<file path="config.mk">
export PLATFORM = sky130hd
export DESIGN_NAME = rate_limiter_exponential_backoff
export DESIGN_NICKNAME = d
export VERILOG_FILES = /design/src/rtl/rleb_pkg.sv /design/src/rtl/rate_limiter_exponential_backoff.sv
export VERILOG_INCLUDE_DIRS = /design/src /design/src/rtl
export SDC_FILE = /design/constraint.sdc
export NUM_CORES = 2
export LEC_CHECK = 0
export BUFFER_PORTS_ARGS = -buffer_cell sky130_fd_sc_hd__buf_2
export CELL_PAD_IN_SITES_DETAIL_PLACEMENT = 1
export CELL_PAD_IN_SITES_GLOBAL_PLACEMENT = 2
export CORE_MARGIN = 3
export CORE_UTILIZATION = 39
export CTS_BUF_LIST = sky130_fd_sc_hd__clkbuf_8 sky130_fd_sc_hd__clkbuf_16
export CTS_CLUSTER_DIAMETER = 100
export DETAILED_ROUTE_END_ITERATION = 8
export GPL_TIMING_DRIVEN = 0
export MAX_ROUTING_LAYER = met4
export PLACE_DENSITY = 0.84
export SLEW_MARGIN = 20
export SYNTH_ARGS = -nofsm -noshare
export SYNTH_HDL_FRONTEND = slang
export SYNTH_SLANG_ARGS = --single-unit
</file>
<file path="constraint.sdc">
create_clock -name i_clk -period 16.3 [get_ports i_clk]
set_clock_uncertainty 0.05 [all_clocks]
set_input_delay 3.26 -clock i_clk [delete_from_list [all_inputs] [get_ports i_clk]]
set_output_delay 3.26 -clock i_clk [all_outputs]
set_load 0.005 [all_outputs]
</file>
<file path="src/rtl/assert_macros.svh">
// assertion macros for the rate limiter rtl
`ifndef ASSERT_MACROS_SVH
`define ASSERT_MACROS_SVH

// implication checked at every rising edge, held off while reset is low
`define ASSERT_CLK(label, prop, msg) \
    label: assert property (@(posedge i_clk) disable iff (!i_rst_n) prop) else $error(msg);

// plain invariant checked at every rising edge outside reset
`define ASSERT_ALWAYS(label, expr, msg) \
    `ASSERT_CLK(label, (expr), msg)

`endif

</file>
<file path="src/rtl/rleb_pkg.sv">
package rleb_pkg;

    // event codes
    typedef enum logic [1:0] {
        OP_CHECK = 2'd0,
        OP_DONE  = 2'd1,
        OP_CLEAR = 2'd2,
        OP_NONE  = 2'd3
    } t_op;

    // configuration register indexes
    typedef enum logic [1:0] {
        CFG_MIN_INTERVAL = 2'd0,
        CFG_BASE_BACKOFF = 2'd1,
        CFG_MAX_BACKOFF  = 2'd2,
        CFG_LIMIT_CODE   = 2'd3
    } t_cfg_idx;

    localparam int unsigned CFG_DATA_W = 20;

    localparam logic [19:0] MIN_INTERVAL_RST = 20'd1000;
    localparam logic [19:0] BASE_BACKOFF_RST = 20'd2000;
    localparam logic [19:0] MAX_BACKOFF_RST  = 20'd120000;
    localparam logic [7:0]  LIMIT_CODE_RST   = 8'd22;

    localparam logic [19:0] MIN_INTERVAL_FLOOR = 20'd10;
    localparam logic [20:0] FAIL_DECAY_MS      = 21'd2000;
    localparam logic [20:0] OK_DECAY_MS        = 21'd1000;
    // largest backoff: full cap plus half of it as jitter
    localparam logic [20:0] BACKOFF_BOUND      = 21'd1572864;

    typedef struct packed {
        logic [1:0]  operation;
        logic [31:0] now_ms;
        logic [7:0]  exit_status;
        logic [15:0] jitter_fraction;
    } t_in_word;

    typedef struct packed {
        logic [20:0] wait_ms;
        logic        throttled;
        logic [7:0]  hit_count;
        logic [20:0] backoff_now_ms;
        logic [31:0] request_total;
        logic [31:0] limit_hit_total;
        logic [31:0] throttle_total;
    } t_out_word;

endpackage

</file>
<file path="src/rtl/rate_limiter_exponential_backoff.sv">
// Exponential backoff rate limiter with jitter. Each input word is an event
// stamped with a millisecond time: a check returns the milliseconds still to
// wait before the next request (the rest of the stored backoff while it runs,
// else the rest of the minimum interval), a completion updates the hit count
// and the backoff from its exit code, a clear zeroes all state. Exactly one
// output word comes back per event, carrying the state after that event. It
// is held in the input register, then the output register; one event is taken
// every cycle unless the output stalls, the single state update (shift, cap,
// one 20x16 multiply for the jitter, add) being the only per-event work. The
// user writes configuration via the plain write port only while the block is idle; the block does not enforce this.
`include "assert_macros.svh"

module rate_limiter_exponential_backoff (
    input  logic                              i_clk,
    input  logic                              i_rst_n,
    // configuration write port
    input  logic                              i_cfg_we,
    input  logic [1:0]                        i_cfg_idx,
    input  logic [rleb_pkg::CFG_DATA_W-1:0]   i_cfg_data,
    // event words in
    input  logic                              i_in_valid,
    output logic                              o_in_ready,
    input  rleb_pkg::t_in_word                i_in_word,
    // result words out
    output logic                              o_out_valid,
    input  logic                              i_out_ready,
    output rleb_pkg::t_out_word               o_out_word
);

    // configuration registers
    logic [19:0] r_min_interval;
    logic [19:0] r_base_backoff;
    logic [19:0] r_max_backoff;
    logic [7:0]  r_limit_code;

    // limiter state
    logic [31:0] r_last_time, n_last_time;
    logic [7:0]  r_hits,      n_hits;
    logic [20:0] r_backoff,   n_backoff;
    logic [31:0] r_req_cnt,   n_req_cnt;
    logic [31:0] r_limit_cnt, n_limit_cnt;
    logic [31:0] r_thr_cnt,   n_thr_cnt;

    // pipeline registers
    logic                 r_in_valid;
    rleb_pkg::t_in_word   r_in;
    logic                 r_out_valid;
    rleb_pkg::t_out_word  r_out, n_out;

    logic w_adv;

    // check path
    logic [31:0] w_elapsed;
    logic [19:0] w_interval;
    logic [20:0] w_wait;

    // rate-limit path
    logic [7:0]  w_hits_up;
    logic [7:0]  w_shift;
    logic [39:0] w_shifted;
    logic [19:0] w_part;
    logic [35:0] w_prod;
    logic [20:0] w_new_backoff;
    logic [20:0] w_decay_floor;

    function automatic logic [31:0] sat_inc32(input logic [31:0] v);
        sat_inc32 = (v == 32'hFFFF_FFFF) ? v : v + 32'd1;
    endfunction

    // the event moves on when the output register is free or being emptied
    assign w_adv       = r_in_valid && (!r_out_valid || i_out_ready);
    assign o_in_ready  = !r_in_valid || w_adv;
    assign o_out_valid = r_out_valid;
    assign o_out_word  = r_out;

    // wait computation for a check
    assign w_elapsed  = r_in.now_ms - r_last_time;
    assign w_interval = (r_min_interval < rleb_pkg::MIN_INTERVAL_FLOOR)
                        ? rleb_pkg::MIN_INTERVAL_FLOOR : r_min_interval;

    always_comb begin
        w_wait = '0;
        if (r_backoff != '0 && w_elapsed < {11'd0, r_backoff}) begin
            w_wait = r_backoff - w_elapsed[20:0];
        end else if (w_elapsed < {12'd0, w_interval}) begin
            w_wait = {1'b0, w_interval - w_elapsed[19:0]};
        end
    end

    // new backoff after a rate-limit hit: capped exponential part plus jitter
    assign w_hits_up = (r_hits == 8'd255) ? r_hits : r_hits + 8'd1;
    assign w_shift   = w_hits_up - 8'd1;
    assign w_shifted = {20'd0, r_base_backoff} << w_shift[4:0];

    always_comb begin
        if (w_shift >= 8'd21) begin
            // any nonzero base has long passed the cap by now
            w_part = (r_base_backoff == '0) ? '0 : r_max_backoff;
        end else if (w_shifted > {20'd0, r_max_backoff}) begin
            w_part = r_max_backoff;
        end else begin
            w_part = w_shifted[19:0];
        end
    end

    // jitter is part times the Q0.16 fraction over two
    assign w_prod        = {16'd0, w_part} * {20'd0, r_in.jitter_fraction};
    assign w_new_backoff = {1'b0, w_part} + {2'd0, w_prod[35:17]};

    assign w_decay_floor = (r_in.exit_status != '0) ? rleb_pkg::FAIL_DECAY_MS
                                                     : rleb_pkg::OK_DECAY_MS;

    // state update and result word
    always_comb begin
        n_last_time = r_last_time;
        n_hits      = r_hits;
        n_backoff   = r_backoff;
        n_req_cnt   = r_req_cnt;
        n_limit_cnt = r_limit_cnt;
        n_thr_cnt   = r_thr_cnt;
        n_out       = '0;

        unique case (r_in.operation)
            rleb_pkg::OP_CHECK: begin
                n_out.wait_ms   = w_wait;
                n_out.throttled = (w_wait != '0);
                if (w_wait != '0) begin
                    n_thr_cnt = sat_inc32(r_thr_cnt);
                end
            end
            rleb_pkg::OP_DONE: begin
                n_req_cnt   = sat_inc32(r_req_cnt);
                n_last_time = r_in.now_ms;
                // limit code is tested first, so it wins even when zero
                if (r_in.exit_status == r_limit_code) begin
                    n_limit_cnt = sat_inc32(r_limit_cnt);
                    n_hits      = w_hits_up;
                    n_backoff   = w_new_backoff;
                end else begin
                    n_hits    = (r_hits != '0) ? r_hits - 8'd1 : r_hits;
                    n_backoff = (r_backoff > w_decay_floor) ? (r_backoff >> 1) : '0;
                end
            end
            rleb_pkg::OP_CLEAR: begin
                n_last_time = '0;
                n_hits      = '0;
                n_backoff   = '0;
                n_req_cnt   = '0;
                n_limit_cnt = '0;
                n_thr_cnt   = '0;
            end
            default: begin
                // unused code: state unchanged, reported as is
            end
        endcase

        n_out.hit_count       = n_hits;
        n_out.backoff_now_ms  = n_backoff;
        n_out.request_total   = n_req_cnt;
        n_out.limit_hit_total = n_limit_cnt;
        n_out.throttle_total  = n_thr_cnt;
    end

    // configuration registers
    always_ff @(posedge i_clk) begin
        if (!i_rst_n) begin
            r_min_interval <= rleb_pkg::MIN_INTERVAL_RST;
            r_base_backoff <= rleb_pkg::BASE_BACKOFF_RST;
            r_max_backoff  <= rleb_pkg::MAX_BACKOFF_RST;
            r_limit_code   <= rleb_pkg::LIMIT_CODE_RST;
        end else if (i_cfg_we) begin
            unique case (i_cfg_idx)
                rleb_pkg::CFG_MIN_INTERVAL: r_min_interval <= i_cfg_data;
                rleb_pkg::CFG_BASE_BACKOFF: r_base_backoff <= i_cfg_data;
                rleb_pkg::CFG_MAX_BACKOFF:  r_max_backoff  <= i_cfg_data;
                rleb_pkg::CFG_LIMIT_CODE:   r_limit_code   <= i_cfg_data[7:0];
                default: begin
                end
            endcase
        end
    end

    // control and state registers
    always_ff @(posedge i_clk) begin
        if (!i_rst_n) begin
            r_in_valid  <= 1'b0;
            r_out_valid <= 1'b0;
            r_last_time <= '0;
            r_hits      <= '0;
            r_backoff   <= '0;
            r_req_cnt   <= '0;
            r_limit_cnt <= '0;
            r_thr_cnt   <= '0;
        end else begin
            if (o_in_ready) begin
                r_in_valid <= i_in_valid;
            end
            if (w_adv) begin
                r_out_valid <= 1'b1;
                r_last_time <= n_last_time;
                r_hits      <= n_hits;
                r_backoff   <= n_backoff;
                r_req_cnt   <= n_req_cnt;
                r_limit_cnt <= n_limit_cnt;
                r_thr_cnt   <= n_thr_cnt;
            end else if (i_out_ready) begin
                r_out_valid <= 1'b0;
            end
        end
    end

    // payload registers
    always_ff @(posedge i_clk) begin
        if (o_in_ready && i_in_valid) begin
            r_in <= i_in_word;
        end
        if (w_adv) begin
            r_out <= n_out;
        end
    end

    // a word waiting in the input register is never dropped
    `ASSERT_CLK(a_in_held, (r_in_valid && !w_adv) |=> r_in_valid,
                "input word lost while output stalled")
    // clear leaves all state at zero
    `ASSERT_CLK(a_clear_zero,
                (w_adv && r_in.operation == rleb_pkg::OP_CLEAR) |=>
                (r_hits == '0 && r_backoff == '0 && r_req_cnt == '0 &&
                 r_limit_cnt == '0 && r_thr_cnt == '0 && r_last_time == '0),
                "clear left state behind")
    // throttled flag agrees with the wait value
    `ASSERT_CLK(a_thr_wait,
                r_out_valid |-> (r_out.throttled == (r_out.wait_ms != '0)),
                "throttled flag disagrees with wait")
    // backoff never passes cap plus half jitter
    `ASSERT_ALWAYS(a_backoff_bound, r_backoff < rleb_pkg::BACKOFF_BOUND,
                   "backoff out of range")

endmodule
</file>
==> flow_results.org <==
** Status
- The flow ran to the end, and the final reports show no timing, DRC or antenna violations.

** Route
- Before antenna repair, the detailed router went through 5 iterations.
- Total DRC errors in the routed layout :: 0
- Detailed Route WL :: roughly 140000 um
- Remaining number of nets flagged by the antenna check after routing :: 0
- Vias per cell :: roughly 5.6
- Routed WL per cell :: ~23 um
- Detailed routing inserted a total of about 34000 vias.
- DR iter-0 viols :: 2401

** Yosys
- Async SR Flop Fraction :: 0%
- Number of enable flip-flop cells after synthesis :: roughly 210
- Synthesis produced a netlist whose cell count is 4369.
- Synthesis produced a netlist with a net count of roughly 5000.
- Among all flip-flop cells after synthesis, the most frequent one is sky130_fd_sc_hd__dfxtp_1.
- Mean area per synthesized cell :: roughly 8.7 um2
- Summed over its instances, the top area cell type makes up 16.26% of the synthesized netlist area.
- In the synthesized netlist, the cells that appear most often are sky130_fd_sc_hd__nand2_1 (648), sky130_fd_sc_hd__inv_1 (476), sky130_fd_sc_hd__a21oi_1 (292).
- Part of the Yosys area used for sequential elements :: between 20% and 30%
- During synthesis, Yosys emitted a total of 0 warnings.
- Counting flops and latches in the post-synthesis netlist gives about 430.
- The cell area that synthesis handed to floorplanning was between 0.03 and 0.04 mm2.
- Ranked by total cell area, the synthesized netlist is headed by sky130_fd_sc_hd__edfxtp_1 (16%), sky130_fd_sc_hd__fa_1 (13%), sky130_fd_sc_hd__dfxtp_1 (12%).
- Most frequent cell after synthesis :: sky130_fd_sc_hd__nand2_1
- Unique masters post-synth :: 103
- Yosys top cell by area :: sky130_fd_sc_hd__edfxtp_1

** Power and ir drop
- Leakage :: 0.01792 uW
- Power, Total :: roughly 5800 uW
- Power per cell area :: around 140 mW/mm2
- Across the VDD grid, the largest voltage drop is about 0.00022 V.

** Worst setup path
- The worst setup path is of the reg2reg kind.
- Crit path top cell by count :: sky130_fd_sc_hd__a21o_1
- Cell family with most CP delay :: compound AO/OA/AOI/OAI gates
- Delay contributed by the slowest stage of the critical path :: ~0.55 ns
- In this run the worst path has a maximum fanout of 11.
- Data on the critical path is required at its endpoint by 16.60 ns.
- CP startpoint kind :: register
- STA classifies the critical path endpoint as a register.
- STA puts the critical path data arrival time at about 16 ns.
- In this run the register-to-register setup slack is between 0.8 and 0.9 ns.
- Counting both buffers and inverters, the worst setup path holds a total of 11.
- Standard cell with the maximum stage delay on the critical path :: sky130_fd_sc_hd__fa_1

** Timing
- In this run the tightest slew margin relative to its limit is between 20% and 30%.
- Final-report hold violation count :: 0
- Setup repair after global routing missed its margin :: no
- Max-slew violation count :: 0
- Derived from the worst setup path, the maximum achievable clock frequency is about 0.065 GHz.
- Shortest clock period the worst path allows after layout :: 15.49 ns
- For the pin with the worst max-slew slack, the measured transition is approximately 1.1 ns.
- Setup violations remaining at the end of the flow were counted as 0.
- In the finished design, the share of the clock period the worst path needs comes to 95.02%.

** Placed design
- The HPWL after detailed placement is around 110000 um.
- Routability-driven placement finished with a final weighted congestion of 0.9700.
- Input and output buffers added on the ports amount to approximately 230.

** Clock tree
- Clk buf depth :: 3
- Clock tree synthesis found a total of 432 sinks.
- Clock tree synthesis inserted a total of 54 buffers.
- Clock slew seen by the registers of the worst setup and hold paths :: about 0.060 ns
- TritonCTS built the clock tree.
- # H-tree levels :: 2
- For the worst-skew pair, the clock arrives at the later sink with an insertion delay of approximately 0.65 ns.
- Clk root buf :: sky130_fd_sc_hd__clkbuf_16

** Global routing
- Overflow left after global routing :: 0
- Overall routing resource usage :: between 20% and 30%
- First-pass GRT wire length :: roughly 210000 um
- The initial antenna violation count is 5.
- Via count of the first global-routing pass :: between 30000 and 40000
- Entering global routing, the biggest net connects between 40 and 50 pins.

** Finish
- The final layout contains around 5300 nets.
- Area overhead of the layout relative to synthesis :: 12.94%
- End-of-flow core utilization :: around 45%
- The number of antenna diodes in the final layout is 0.
- Proportion of layout cells with a drive suffix above 1 :: 10.47%

** Run
- Across the run, the number of max-cap violations was 0.

** Floorplanning
- In this run the horizontal extent of the chip is 317.5 um.
- The floorplan has 113 rows.
- Boundary pin count :: around 230
- From bottom edge to top edge, the die measures 317.5 um.
- Core region area :: 0.09558 mm2
- The floorplan step defined a die boundary enclosing between 0.1 and 0.15 mm2.
- The initial utilization of the core area, before any placement, comes to about two fifths.

** Worst hold path
- The worst hold path belongs to the class reg2reg.
==> tightest hold or removal path: stages, from the launching register on <==
cell                      delay, ns
sky130_fd_sc_hd__dfxtp_1       0.32
sky130_fd_sc_hd__nand2_1       0.06
sky130_fd_sc_hd__a21oi_1       0.05
==> worst paths after layout <==
path	start	endpoint	cells after the start
worst min-delay path	r_limit_code[7]	r_limit_code[7]	2
worst min register to register	r_limit_code[7]	r_limit_code[7]	2
worst max register to register	r_hits[0]	o_out_word[116]	62
worst max-delay path	r_hits[0]	o_out_word[116]	62
==> where the power goes <==
part / switching [uW] / internal [uW] / total [uW]
logic: 2030 / 1350 / 3390
registers: 22.8 / 1170 / 1190
clock network: 523 / 725 / 1250
total: 2580 / 3250 / 5830
==> cell usage in the layout (no fill, tap or decap), types with 63 or more instances in the layout <==
| cell type | n |
|---|---|
| sky130_fd_sc_hd__nor2b_1 | 63 |
| sky130_fd_sc_hd__clkbuf_1 | 175 |
| sky130_fd_sc_hd__nand3_1 | 114 |
| sky130_fd_sc_hd__and2_1 | 130 |
| sky130_fd_sc_hd__inv_1 | 489 |
| sky130_fd_sc_hd__edfxtp_1 | 205 |
| sky130_fd_sc_hd__nand2_1 | 645 |
| sky130_fd_sc_hd__dfxtp_1 | 227 |
| sky130_fd_sc_hd__xor2_1 | 70 |
| sky130_fd_sc_hd__fa_1 | 253 |
| sky130_fd_sc_hd__a21oi_1 | 290 |
| sky130_fd_sc_hd__ha_1 | 268 |
| sky130_fd_sc_hd__o21ai_0 | 118 |
| sky130_fd_sc_hd__a21o_1 | 74 |
| sky130_fd_sc_hd__nor2_1 | 279 |
| sky130_fd_sc_hd__xnor2_1 | 91 |
| sky130_fd_sc_hd__buf_2 | 247 |
| sky130_fd_sc_hd__and3_1 | 66 |
==> metal layers <==
metal | GRT usage, % | part of all wire (%) | wire [um] | vias to the layer above
met2 | 43.82 | 46 | 64330 | 946
met5 | - | 0 | 0 | -
met3 | 3.803 | 6.0 | 8369 | 185
met1 | 37.42 | 45 | 62440 | 16970
met4 | 6.932 | 2.6 | 3597 | 0
li1 | - | - | - | 15480
==> cell families (layout without fill, tap and decap cells) <==
| family | count (synthesis) | in the layout | synth area share (%) |
|---|---|---|---|
| buf+inv | 734 | 1073 | 7.603 |
| mux | 91 | 91 | 3.401 |
| xor+xnor | 163 | 163 | 3.791 |
| fa+ha+maj | 523 | 523 | 22.30 |
| simple gates | 1578 | 1578 | 19.88 |
| flops | 432 | 432 | 28.27 |
| compound gates | 848 | 848 | 14.76 |
==> flip-flops by register name, indices dropped and copies added, names as in the netlist, 20 cells and up <==
| signal | flops |
|---|---|
| r_limit_cnt | 32 |
| r_in | 58 |
| r_max_backoff | 20 |
| r_last_time | 32 |
| r_base_backoff | 20 |
| r_min_interval | 20 |
| r_backoff | 21 |
| o_out_word | 147 |
| r_req_cnt | 32 |
| r_thr_cnt | 32 |
==> per-stage QoR <==
stage / cells / TNS [ns] / area (um2) / worst slack, ns / hold WS, ns
global route: 5973 / 0 / 42750 / 0.01407 / 0.4528
finish: 5973 / 0 / 42750 / 0.8117 / 0.4249
global placement: 5866 / -23.57 / 40600 / -1.627 / 0.4097
CTS: 5973 / 0 / 42600 / 0.01545 / 0.4249
detailed placement: 5873 / -8.564 / 40740 / -0.9715 / 0.4165
floorplan: 4369 / 0 / 37850 / 2.888 / 0.3829
==> layout make-up <==
cell class,count,area [um2]
Fill cell,11450,52820
Multi-Input combinational cell,3203,24430
Sequential cell,432,10700
Inverter,480,1802
Tap cell,1265,1583
Clock buffer,61,1459
Timing Repair Buffer,241,1290
Buffer,250,1109
Clock inverter,41,375.4
==> what timing repair did <==
item                                    in CTS  in global routing
endpoints found under the setup margin      20                 23
hold buffers                                 0                  0
setup buffers                                0                  2
pin swaps                                    0                  1
resized for setup                           18                 49
endpoints found under the hold margin        0                  0
No activity file was read; power rests on OpenSTA's default activity.
